## src/rtl/core/mavg_pkg.sv

```systemverilog
// Package with shared types, register indexes and defaults of the averaging filter.
`default_nettype none
package mavg_pkg;

  localparam int MAX_WINDOW_DEF  = 64;
  localparam int SAMPLE_BITS_DEF = 16;

  localparam int WIN_W     = 7;
  localparam int ALPHA_W   = 17;
  localparam int FRAC_BITS = 16;
  localparam int CFG_IDX_W = 2;
  localparam int CFG_W     = 17;

  localparam logic [ALPHA_W-1:0] ALPHA_ONE = 17'd65536;

  localparam logic [CFG_IDX_W-1:0] REG_MODE   = 2'd0;
  localparam logic [CFG_IDX_W-1:0] REG_WINDOW = 2'd1;
  localparam logic [CFG_IDX_W-1:0] REG_ALPHA  = 2'd2;

  typedef enum logic [2:0] {
    B_IDLE,
    B_SUM,
    B_DIV,
    B_MUL1,
    B_MUL2,
    B_OUT
  } back_state_t;

  typedef struct packed {
    logic               start;
    logic               mode;
    logic [WIN_W-1:0]   win;
    logic [ALPHA_W-1:0] alpha;
  } item_ctl_t;

endpackage
`default_nettype wire

```

## src/rtl/core/mavg_front.sv

```systemverilog
// Front end: accepts items, attaches the clamped settings and queues them for the back end.
`default_nettype none
module mavg_front #(
  parameter int MAX_WINDOW  = mavg_pkg::MAX_WINDOW_DEF,
  parameter int SAMPLE_BITS = mavg_pkg::SAMPLE_BITS_DEF
) (
  input  wire                                 clk,
  input  wire                                 rst_n,
  input  wire                                 push,
  output logic                                full,
  input  wire  signed [SAMPLE_BITS-1:0]       in_sample,
  input  wire                                 in_record_start,
  input  wire                                 cfg_mode,
  input  wire         [mavg_pkg::WIN_W-1:0]   cfg_window,
  input  wire         [mavg_pkg::ALPHA_W-1:0] cfg_alpha,
  output logic                                q_valid,
  input  wire                                 q_pop,
  output logic signed [SAMPLE_BITS-1:0]       q_sample,
  output mavg_pkg::item_ctl_t                 q_ctl
);

  logic signed [SAMPLE_BITS-1:0] smp_r [2];
  mavg_pkg::item_ctl_t           ctl_r [2];
  logic                          wr_ptr_r, wr_ptr_nxt;
  logic                          rd_ptr_r, rd_ptr_nxt;
  logic [1:0]                    count_r, count_nxt;
  logic                          accept;
  mavg_pkg::item_ctl_t           ctl_in;

  always_comb begin
    ctl_in.start = in_record_start;
    ctl_in.mode  = cfg_mode;
    if (cfg_window == '0) begin
      ctl_in.win = mavg_pkg::WIN_W'(1);
    end else if (32'(cfg_window) > MAX_WINDOW) begin
      ctl_in.win = mavg_pkg::WIN_W'(MAX_WINDOW);
    end else begin
      ctl_in.win = cfg_window;
    end
    ctl_in.alpha = (cfg_alpha > mavg_pkg::ALPHA_ONE) ? mavg_pkg::ALPHA_ONE : cfg_alpha;
  end

  assign full     = (count_r == 2'd2);
  assign q_valid  = (count_r != 2'd0);
  assign accept   = push && !full;
  assign q_sample = smp_r[rd_ptr_r];
  assign q_ctl    = ctl_r[rd_ptr_r];

  always_comb begin
    wr_ptr_nxt = accept ? !wr_ptr_r : wr_ptr_r;
    rd_ptr_nxt = (q_pop && q_valid) ? !rd_ptr_r : rd_ptr_r;
    count_nxt  = count_r + 2'(accept) - 2'(q_pop && q_valid);
  end

  always_ff @(posedge clk) begin
    if (!rst_n) begin
      wr_ptr_r <= 1'b0;
      rd_ptr_r <= 1'b0;
      count_r  <= 2'd0;
    end else begin
      wr_ptr_r <= wr_ptr_nxt;
      rd_ptr_r <= rd_ptr_nxt;
      count_r  <= count_nxt;
    end
  end

  always_ff @(posedge clk) begin
    if (accept) begin
      smp_r[wr_ptr_r] <= in_sample;
      ctl_r[wr_ptr_r] <= ctl_in;
    end
  end

endmodule
`default_nettype wire

```

## src/rtl/core/mavg_div.sv

```systemverilog
// Restoring serial divider producing one quotient bit per cycle.
`default_nettype none
module mavg_div #(
  parameter int NW = 23,
  parameter int DW = 7
) (
  input  wire           clk,
  input  wire           rst_n,
  input  wire           start,
  input  wire  [NW-1:0] dividend,
  input  wire  [DW-1:0] divisor,
  output logic          done,
  output logic [NW-1:0] quotient
);

  localparam int CNT_W = $clog2(NW + 1);

  logic [DW:0]    rem_r, rem_nxt;
  logic [NW-1:0]  quo_r, quo_nxt;
  logic [DW-1:0]  dvs_r, dvs_nxt;
  logic [CNT_W-1:0] cnt_r, cnt_nxt;
  logic           busy_r, busy_nxt;
  logic           done_r, done_nxt;
  logic [DW:0]    rem_sh;
  logic           ge;

  always_comb begin
    rem_sh   = {rem_r[DW-1:0], quo_r[NW-1]};
    ge       = (rem_sh >= {1'b0, dvs_r});
    rem_nxt  = rem_r;
    quo_nxt  = quo_r;
    dvs_nxt  = dvs_r;
    cnt_nxt  = cnt_r;
    busy_nxt = busy_r;
    done_nxt = 1'b0;
    if (start) begin
      rem_nxt  = '0;
      quo_nxt  = dividend;
      dvs_nxt  = divisor;
      cnt_nxt  = CNT_W'(NW);
      busy_nxt = 1'b1;
    end else if (busy_r) begin
      rem_nxt = ge ? (rem_sh - {1'b0, dvs_r}) : rem_sh;
      quo_nxt = {quo_r[NW-2:0], ge};
      cnt_nxt = cnt_r - CNT_W'(1);
      if (cnt_r == CNT_W'(1)) begin
        busy_nxt = 1'b0;
        done_nxt = 1'b1;
      end
    end
  end

  always_ff @(posedge clk) begin
    if (!rst_n) begin
      busy_r <= 1'b0;
      done_r <= 1'b0;
      cnt_r  <= '0;
    end else begin
      busy_r <= busy_nxt;
      done_r <= done_nxt;
      cnt_r  <= cnt_nxt;
    end
  end

  always_ff @(posedge clk) begin
    rem_r <= rem_nxt;
    quo_r <= quo_nxt;
    dvs_r <= dvs_nxt;
  end

  assign done     = done_r;
  assign quotient = quo_r;

endmodule
`default_nettype wire

```

## src/rtl/core/mavg_back.sv

```systemverilog
// Back end: history ring, window sum, averaging divide, smoother and result register.
`default_nettype none
module mavg_back #(
  parameter int MAX_WINDOW  = mavg_pkg::MAX_WINDOW_DEF,
  parameter int SAMPLE_BITS = mavg_pkg::SAMPLE_BITS_DEF
) (
  input  wire                           clk,
  input  wire                           rst_n,
  input  wire                           q_valid,
  output logic                          q_pop,
  input  wire  signed [SAMPLE_BITS-1:0] q_sample,
  input  mavg_pkg::item_ctl_t           q_ctl,
  output logic                          empty,
  input  wire                           pop,
  output logic signed [SAMPLE_BITS-1:0] out_filtered
);

  localparam int AW    = $clog2(MAX_WINDOW);
  localparam int FW    = $clog2(MAX_WINDOW + 1);
  localparam int WW    = mavg_pkg::WIN_W;
  localparam int CW    = (FW > WW) ? FW : WW;
  localparam int SUM_W = SAMPLE_BITS + WW;
  localparam int PW    = SAMPLE_BITS + mavg_pkg::ALPHA_W + 1;
  localparam int ACC_W = PW + 1;
  localparam logic signed [ACC_W-1:0] SMAX =
    ACC_W'((64'sd1 <<< (SAMPLE_BITS - 1)) - 64'sd1);
  localparam logic signed [ACC_W-1:0] SMIN = -SMAX - ACC_W'(1);

  function automatic logic [SAMPLE_BITS-1:0] sat_sample(input logic signed [ACC_W-1:0] v);
    logic signed [ACC_W-1:0] c;
    c = v;
    if (v > SMAX) begin
      c = SMAX;
    end else if (v < SMIN) begin
      c = SMIN;
    end
    return c[SAMPLE_BITS-1:0];
  endfunction

  logic signed [SAMPLE_BITS-1:0] mem [MAX_WINDOW];

  mavg_pkg::back_state_t st_r, st_nxt;
  logic [AW-1:0]     wp_r, wp_nxt, wp_use, ridx_r, ridx_nxt;
  logic [FW-1:0]     fill_r, fill_nxt, fill_base;
  logic [WW-1:0]     cnt_r, cnt_nxt, n_r, n_nxt;
  logic              rd_vld_r, rd_vld_nxt;
  logic signed [SAMPLE_BITS-1:0] rd_data_r;
  logic signed [SUM_W-1:0]       sum_r, sum_nxt;
  logic signed [SAMPLE_BITS-1:0] x_r, x_nxt;
  mavg_pkg::item_ctl_t           ctl_r, ctl_nxt;
  logic signed [SAMPLE_BITS-1:0] prev_r, prev_nxt;
  logic [SAMPLE_BITS-1:0]        y_r, y_nxt;
  logic signed [PW-1:0]          prod_r, prod_nxt;
  logic                          out_valid_r, out_valid_nxt;
  logic signed [SAMPLE_BITS-1:0] out_data_r, out_data_nxt;

  logic              rd_en, div_start, div_done, out_load;
  logic [CW-1:0]     win_ext;
  logic [SUM_W-1:0]  sum_mag, quo;
  logic              sum_neg_r;
  logic signed [SUM_W-1:0] quo_s;
  logic signed [ACC_W-1:0] quo_ext, prod_ext, mul2, acc, acc_sh;
  logic signed [mavg_pkg::ALPHA_W:0] inv_s, a_s;

  always_comb begin
    st_nxt = st_r;
    unique case (st_r)
      mavg_pkg::B_IDLE: begin
        if (q_valid) begin
          st_nxt = q_ctl.mode ? mavg_pkg::B_MUL1 : mavg_pkg::B_SUM;
        end
      end
      mavg_pkg::B_SUM: begin
        if (cnt_r == n_r && !rd_vld_r) begin
          st_nxt = mavg_pkg::B_DIV;
        end
      end
      mavg_pkg::B_DIV: begin
        if (div_done) begin
          st_nxt = mavg_pkg::B_OUT;
        end
      end
      mavg_pkg::B_MUL1: begin
        st_nxt = ctl_r.start ? mavg_pkg::B_OUT : mavg_pkg::B_MUL2;
      end
      mavg_pkg::B_MUL2: begin
        st_nxt = mavg_pkg::B_OUT;
      end
      mavg_pkg::B_OUT: begin
        if (!out_valid_r || pop) begin
          st_nxt = mavg_pkg::B_IDLE;
        end
      end
      default: st_nxt = mavg_pkg::B_IDLE;
    endcase
  end

  always_comb begin
    q_pop     = (st_r == mavg_pkg::B_IDLE) && q_valid;
    rd_en     = (st_r == mavg_pkg::B_SUM) && (cnt_r < n_r);
    div_start = (st_r == mavg_pkg::B_SUM) && (cnt_r == n_r) && !rd_vld_r;
    out_load  = (st_r == mavg_pkg::B_OUT) && (!out_valid_r || pop);
  end

  always_comb begin
    wp_use    = q_ctl.start ? '0 : wp_r;
    fill_base = q_ctl.start ? '0 : fill_r;
    win_ext   = CW'(q_ctl.win);
    sum_mag   = sum_r[SUM_W-1] ? (SUM_W'(0) - sum_r) : sum_r;
    quo_s     = sum_neg_r ? (SUM_W'(0) - $signed(quo)) : $signed(quo);
    quo_ext   = quo_s;
    inv_s     = $signed({1'b0, mavg_pkg::ALPHA_ONE - ctl_r.alpha});
    a_s       = $signed({1'b0, ctl_r.alpha});
    prod_nxt  = inv_s * prev_r;
    prod_ext  = prod_r;
    mul2      = a_s * x_r;
    acc       = prod_ext + mul2;
    acc_sh    = acc >>> mavg_pkg::FRAC_BITS;
  end

  always_comb begin
    wp_nxt        = wp_r;
    fill_nxt      = fill_r;
    ridx_nxt      = ridx_r;
    cnt_nxt       = cnt_r;
    n_nxt         = n_r;
    rd_vld_nxt    = rd_en;
    sum_nxt       = sum_r;
    x_nxt         = x_r;
    ctl_nxt       = ctl_r;
    prev_nxt      = prev_r;
    y_nxt         = y_r;
    out_valid_nxt = out_valid_r && !pop;
    out_data_nxt  = out_data_r;
    if (q_pop) begin
      wp_nxt   = (wp_use == AW'(MAX_WINDOW - 1)) ? '0 : wp_use + AW'(1);
      fill_nxt = (fill_base < FW'(MAX_WINDOW)) ? fill_base + FW'(1) : fill_base;
      ridx_nxt = wp_use;
      cnt_nxt  = '0;
      n_nxt    = (CW'(fill_nxt) < win_ext) ? WW'(fill_nxt) : q_ctl.win;
      sum_nxt  = '0;
      x_nxt    = q_sample;
      ctl_nxt  = q_ctl;
    end
    if (rd_en) begin
      cnt_nxt  = cnt_r + WW'(1);
      ridx_nxt = (ridx_r == '0) ? AW'(MAX_WINDOW - 1) : ridx_r - AW'(1);
    end
    if (rd_vld_r) begin
      sum_nxt = sum_r + SUM_W'(rd_data_r);
    end
    if (st_r == mavg_pkg::B_DIV && div_done) begin
      y_nxt = sat_sample(quo_ext);
    end
    if (st_r == mavg_pkg::B_MUL1 && ctl_r.start) begin
      y_nxt = x_r;
    end
    if (st_r == mavg_pkg::B_MUL2) begin
      y_nxt = sat_sample(acc_sh);
    end
    if (out_load) begin
      out_valid_nxt = 1'b1;
      out_data_nxt  = $signed(y_r);
      prev_nxt      = $signed(y_r);
    end
  end

  always_ff @(posedge clk) begin
    if (!rst_n) begin
      st_r        <= mavg_pkg::B_IDLE;
      wp_r        <= '0;
      fill_r      <= '0;
      cnt_r       <= '0;
      n_r         <= '0;
      rd_vld_r    <= 1'b0;
      prev_r      <= '0;
      out_valid_r <= 1'b0;
    end else begin
      st_r        <= st_nxt;
      wp_r        <= wp_nxt;
      fill_r      <= fill_nxt;
      cnt_r       <= cnt_nxt;
      n_r         <= n_nxt;
      rd_vld_r    <= rd_vld_nxt;
      prev_r      <= prev_nxt;
      out_valid_r <= out_valid_nxt;
    end
  end

  always_ff @(posedge clk) begin
    ridx_r     <= ridx_nxt;
    sum_r      <= sum_nxt;
    x_r        <= x_nxt;
    ctl_r      <= ctl_nxt;
    y_r        <= y_nxt;
    prod_r     <= prod_nxt;
    out_data_r <= out_data_nxt;
    if (div_start) begin
      sum_neg_r <= sum_r[SUM_W-1];
    end
  end

  always_ff @(posedge clk) begin
    if (q_pop) begin
      mem[wp_use] <= q_sample;
    end
    if (rd_en) begin
      rd_data_r <= mem[ridx_r];
    end
  end

  mavg_div #(
    .NW(SUM_W),
    .DW(WW)
  ) u_div (
    .clk     (clk),
    .rst_n   (rst_n),
    .start   (div_start),
    .dividend(sum_mag),
    .divisor (ctl_r.win),
    .done    (div_done),
    .quotient(quo)
  );

  assign empty        = !out_valid_r;
  assign out_filtered = out_data_r;

`ifndef ASSERT_OFF
  a_fill_bound: assert property (@(posedge clk) disable iff (!rst_n)
    fill_r <= FW'(MAX_WINDOW))
    else $error("History fill count exceeds the ring depth.");

  a_wp_bound: assert property (@(posedge clk) disable iff (!rst_n)
    32'(wp_r) < MAX_WINDOW)
    else $error("Write pointer outside the ring.");

  a_sum_count: assert property (@(posedge clk) disable iff (!rst_n)
    (st_r == mavg_pkg::B_SUM) |-> (cnt_r <= n_r && n_r != '0))
    else $error("Window sum read count out of range.");

  a_div_done: assert property (@(posedge clk) disable iff (!rst_n)
    div_done |-> (st_r == mavg_pkg::B_DIV))
    else $error("Divider finished outside the divide state.");

  a_load_only_free: assert property (@(posedge clk) disable iff (!rst_n)
    (out_load && !pop) |-> !out_valid_r)
    else $error("Result register overwritten while still held.");
`endif

endmodule
`default_nettype wire

```

## src/rtl/core/moving_average_or_first_order_smoother.sv

```systemverilog
// Top level of the moving average and first-order smoothing filter.
`default_nettype none
// One result item per input item. In moving average mode the window sum covers
// n samples, where n is the smaller of the window and the number of samples
// since the record start: the sum is read back from the single-port history
// ring one entry per cycle, then a serial divider works out the average.
// In smoothing mode an item passes through the two registered multiply steps;
// an item that starts a record skips the second and passes its sample through.
// A two-entry input queue and a result register let the input and result sides
// stall independently of the filter core.
module moving_average_or_first_order_smoother #(
  parameter int MAX_WINDOW  = mavg_pkg::MAX_WINDOW_DEF,
  parameter int SAMPLE_BITS = mavg_pkg::SAMPLE_BITS_DEF
) (
  input  wire                                   clk,
  input  wire                                   rst_n,
  input  wire                                   push,
  output logic                                  full,
  input  wire  signed [SAMPLE_BITS-1:0]         in_sample,
  input  wire                                   in_record_start,
  output logic                                  empty,
  input  wire                                   pop,
  output logic signed [SAMPLE_BITS-1:0]         out_filtered,
  input  wire                                   cfg_valid,
  output logic                                  cfg_ready,
  input  wire         [mavg_pkg::CFG_IDX_W-1:0] cfg_index,
  input  wire         [mavg_pkg::CFG_W-1:0]     cfg_data
);

  logic                           mode_r, mode_nxt;
  logic [mavg_pkg::WIN_W-1:0]     window_r, window_nxt;
  logic [mavg_pkg::ALPHA_W-1:0]   alpha_r, alpha_nxt;

  logic                           q_valid, q_pop;
  logic signed [SAMPLE_BITS-1:0]  q_sample;
  mavg_pkg::item_ctl_t            q_ctl;

  assign cfg_ready = 1'b1;

  always_comb begin
    mode_nxt   = mode_r;
    window_nxt = window_r;
    alpha_nxt  = alpha_r;
    if (cfg_valid && cfg_ready) begin
      unique case (cfg_index)
        mavg_pkg::REG_MODE:   mode_nxt   = cfg_data[0];
        mavg_pkg::REG_WINDOW: window_nxt = cfg_data[mavg_pkg::WIN_W-1:0];
        mavg_pkg::REG_ALPHA:  alpha_nxt  = cfg_data[mavg_pkg::ALPHA_W-1:0];
        default: ;
      endcase
    end
  end

  always_ff @(posedge clk) begin
    if (!rst_n) begin
      mode_r   <= 1'b0;
      window_r <= mavg_pkg::WIN_W'(1);
      alpha_r  <= mavg_pkg::ALPHA_ONE;
    end else begin
      mode_r   <= mode_nxt;
      window_r <= window_nxt;
      alpha_r  <= alpha_nxt;
    end
  end

  mavg_front #(
    .MAX_WINDOW (MAX_WINDOW),
    .SAMPLE_BITS(SAMPLE_BITS)
  ) u_front (
    .clk            (clk),
    .rst_n          (rst_n),
    .push           (push),
    .full           (full),
    .in_sample      (in_sample),
    .in_record_start(in_record_start),
    .cfg_mode       (mode_r),
    .cfg_window     (window_r),
    .cfg_alpha      (alpha_r),
    .q_valid        (q_valid),
    .q_pop          (q_pop),
    .q_sample       (q_sample),
    .q_ctl          (q_ctl)
  );

  mavg_back #(
    .MAX_WINDOW (MAX_WINDOW),
    .SAMPLE_BITS(SAMPLE_BITS)
  ) u_back (
    .clk         (clk),
    .rst_n       (rst_n),
    .q_valid     (q_valid),
    .q_pop       (q_pop),
    .q_sample    (q_sample),
    .q_ctl       (q_ctl),
    .empty       (empty),
    .pop         (pop),
    .out_filtered(out_filtered)
  );

endmodule
`default_nettype wire

```

## config.mk

```make
export PLATFORM = sky130hd
export DESIGN_NAME = moving_average_or_first_order_smoother
export DESIGN_NICKNAME = d
export VERILOG_FILES = /design/src/rtl/core/mavg_pkg.sv /design/src/rtl/core/mavg_front.sv /design/src/rtl/core/mavg_div.sv /design/src/rtl/core/mavg_back.sv /design/src/rtl/core/moving_average_or_first_order_smoother.sv
export SDC_FILE = /design/constraint.sdc
export NUM_CORES = 2
export LEC_CHECK = 0
export BUFFER_PORTS_ARGS = -buffer_cell sky130_fd_sc_hd__buf_2
export CORE_AREA = 3 3 562 341
export CTS_CLUSTER_DIAMETER = 100
export DETAILED_ROUTE_END_ITERATION = 7
export DIE_AREA = 0 0 565 344
export GPL_ROUTABILITY_DRIVEN = 0
export GPL_TIMING_DRIVEN = 0
export HOLD_SLACK_MARGIN = 0.06
export PLACE_DENSITY = 0.61
export SLEW_MARGIN = 20
export SYNTH_ARGS = -nofsm -noshare
export SYNTH_HDL_FRONTEND = slang
export SYNTH_SLANG_ARGS = --single-unit
```

## constraint.sdc

```tcl
create_clock -name clk -period 12.95 [get_ports clk]
set_input_delay 1.9425 -clock clk [delete_from_list [all_inputs] [get_ports clk]]
set_output_delay 1.9425 -clock clk [all_outputs]
set_load 0.01 [all_outputs]
```

==> impl_metrics.ini <==
[logic_synthesis]
synth_flop_cell = edfxtp_1
postSynthAreaPerCell_sq_um = 14.2
yosys.cell_count.top_type = edfxtp_1
ys_top_cells_by_count = 1257 x edfxtp_1, 636 x inv_1, 470 x nand2_1
synth-simple-area-share_pct = 7.64
yosys.area_share.adder_pct = 17.1
synth_nets = 6034
ys_seq_elements = 1383
syn_inst = 5246
synth_area_leader_cell = edfxtp_1
synth_top_family_by_area = adder cells
synth_warnings = 0
synth_compound_area_share_pct = 4.43
synth_top_cell_area_share_pct = 50.7
ys_types = 78
async_flop_share_pct = 0
synth_xor_xnor_area_share_pct = 1.58
yosysSeqAreaShare_pct = 54.1
muxShareOfSynthArea_pct = 10.6
synth_area_leaders = edfxtp_1 51%, fa_1 12%, mux4_2 9.2%, ha_1 5.0%, dfxtp_1 3.4%
synth_edf_count = 1257
synthesis.area_sq_um = 74500

[worst_setup_path]
cp_max_fo = 10
slowest_stage = edfxtp_1
r2r_slack_ps = 1980
worstPathArrival_ps = 11620
path_buf_inv = 8
critPathKind = register to register
r2r_end = u_back.prod_r[31]
r2r_cells = 30
reg2reg_from = u_back.a_s[0]
crit_family = adder cells
crit_required_ps = 13610
cpPeakStageDelay_ps = 770
critPathCaptureType = register
worst_setup_path_start_kind = register
startpoint = u_back.a_s[0]

[clocking]
clk_pin_slew_worst_paths_ps = 60
cts_tree = built
htreeDepth = 4
cts_resized = 0
postCtsSetupRepairBufs = 0
cts-hold-fix-buffers = 0
clk_path_buf_depth = 3
numCtsBuffers = 132
insertion_delay_ps = 800
clock_sinks = 1383
ctsRootBufferMaster = clkbuf_16

[sta]
period_needed_ps = 10970
fin_worst_skew_ps = 56.4
final.setup.tns_ps = 0
finalSetupViolCount = 0
max_slew.worst_pin.slew_ps = 1280
max_freq_ghz = 0.0912
rsz0062_at_grt = no
slew_headroom_pct = 14.8
timing.final.ws_setup_ps = 1980
fin_crit_sh_pct = 84.7
final_hold_viol_count = 0
slew_violations = 0

[final_layout]
final_util_pct = 44.6
fillers = 16594
drive_gt1_share_pct = 13.8
nNetsFinal = 6261
area_growth_pct = 12.0
postLayoutCellArea_sq_um = 83400

[placement]
place_ws_ps = 2160
placed_cell_area_sq_um = 78800
place_hpwl_mm = 151
port_buffers = 57

[route]
antenna_left = 0
wirelength_mm = 211
drt_iter0_markers = 5762
top_layer = met5
via_count = 44869
post_drt_via_cell_ratio = 5.55
dr.pass1.iters = 5
route.detailed.drc = 0
met1_length_mm = 98.1
routedWlPerCell_microns = 26.1
dr_wl_met2_mm = 79.8
wl_met3_mm = 29.1

[job]
maxCapViolations = 0

[global_routing]
grt-ovfl-total = 0
grt_max_degree = 66
track_usage_pct = 21.9
grt_first_pass_wirelength_mm = 309
first_global_vias = 44128
antenna_found_initial = 12

[floorplan]
core_sq_um = 187000
ios = 60
rows = 123
die_h_microns = 344
die_area_sq_um = 194000
die_x_microns = 565
start_util_pct = 39.9

[min_path]
min_path_type = register to register
min_delay_path_depth = 0
min_to = u_back.u_div.dvs_r[0]
hold_path.startpoint = u_back.ctl_r[17]

[outcome]
outcome = finished, final reports clean
-- worst max path at each step --
stage / endpoint / slack, ps / cells past startpoint
finish: u_back.prod_r[31] / 1980 / 30
global placement: u_back.prod_r[31] / 2220 / 29
CTS: u_back.prod_r[31] / 2060 / 27
detailed placement: u_back.prod_r[31] / 2160 / 27
global route: u_back.prod_r[31] / 1530 / 30
floorplan: u_back.prod_r[31] / 4960 / 30
-- placed cells by master (no fill, tap or decap), types with 18 or more instances in the layout --
| cell | n |
|---|---|
| fa_1 | 451 |
| mux4_2 | 304 |
| nor2_1 | 155 |
| a21oi_1 | 129 |
| buf_2 | 85 |
| nand2_1 | 469 |
| a21boi_0 | 46 |
| nor2_4 | 49 |
| a21o_1 | 33 |
| nor3_1 | 31 |
| clkbuf_1 | 224 |
| clkinv_1 | 21 |
| xor2_1 | 74 |
| buf_1 | 23 |
| nand2b_1 | 36 |
| o31ai_1 | 18 |
| o21ai_0 | 83 |
| o21a_1 | 18 |
| mux2_2 | 27 |
| nor2b_1 | 62 |
| inv_1 | 636 |
| a211oi_1 | 24 |
| nand3_1 | 32 |
| clkinv_2 | 20 |
| and2_1 | 250 |
| dfxtp_1 | 126 |
| xnor2_1 | 56 |
| clkbuf_16 | 134 |
| edfxtp_1 | 1257 |
| ha_1 | 296 |
| mux2i_1 | 59 |
-- stage by stage --
stage / hold slack (ps) / instances
floorplan: 400 / 5246
global placement: 402 / 7803
detailed placement: 408 / 7838
CTS: 422 / 8077
global route: 425 / 8079
finish: 420 / 8083
-- cell families after synthesis --
| group | after synthesis |
|---|---|
| flops | 1383 |
| mux | 406 |
| compound gates | 495 |
| fa+ha+maj | 747 |
| xor+xnor | 134 |
| simple gates | 1185 |
| buf+inv | 895 |
| other cells | 1 |
-- routing by layer --
| metal | up-vias | GRT usage [%] |
|---|---|---|
| li1 | 19035 | - |
| met1 | 23071 | 35.7 |
| met2 | 2500 | 27.4 |
| met3 | 259 | 7.17 |
| met4 | 4 | 5.12 |
| met5 | - | 0 |
-- layout make-up --
type	count	area [sq um]	area share, %
Antenna cell	5	12.5	0.0150
Buffer	255	1020	1.23
Clock buffer	171	3550	4.25
Clock inverter	68	953	1.14
Inverter	640	2400	2.88
Multi-Input combinational cell	2968	31400	37.6
Sequential cell	1383	40300	48.3
Tap cell	2500	3130	3.75
Timing Repair Buffer	93	673	0.807
-- sequential cells by signal, indices dropped and copies added, names as in the netlist, 8 cells and up, named ones only --
name and cells:
u_back.mem 1024, u_front.ctl_r 52, u_back.prod_r 34, u_front.smp_r 32, u_back.sum_r 23, u_back.u_div.quotient 23, alpha_r 17, u_back.a_s 17
u_back.out_filtered 16, u_back.prev_r 16, u_back.rd_data_r 16, u_back.x_r 16, u_back.y_r 16, u_back.ctl_r 8
Power is not shown: default switching activity piles up to over one toggle a cycle in this logic, so the estimate is an artifact.
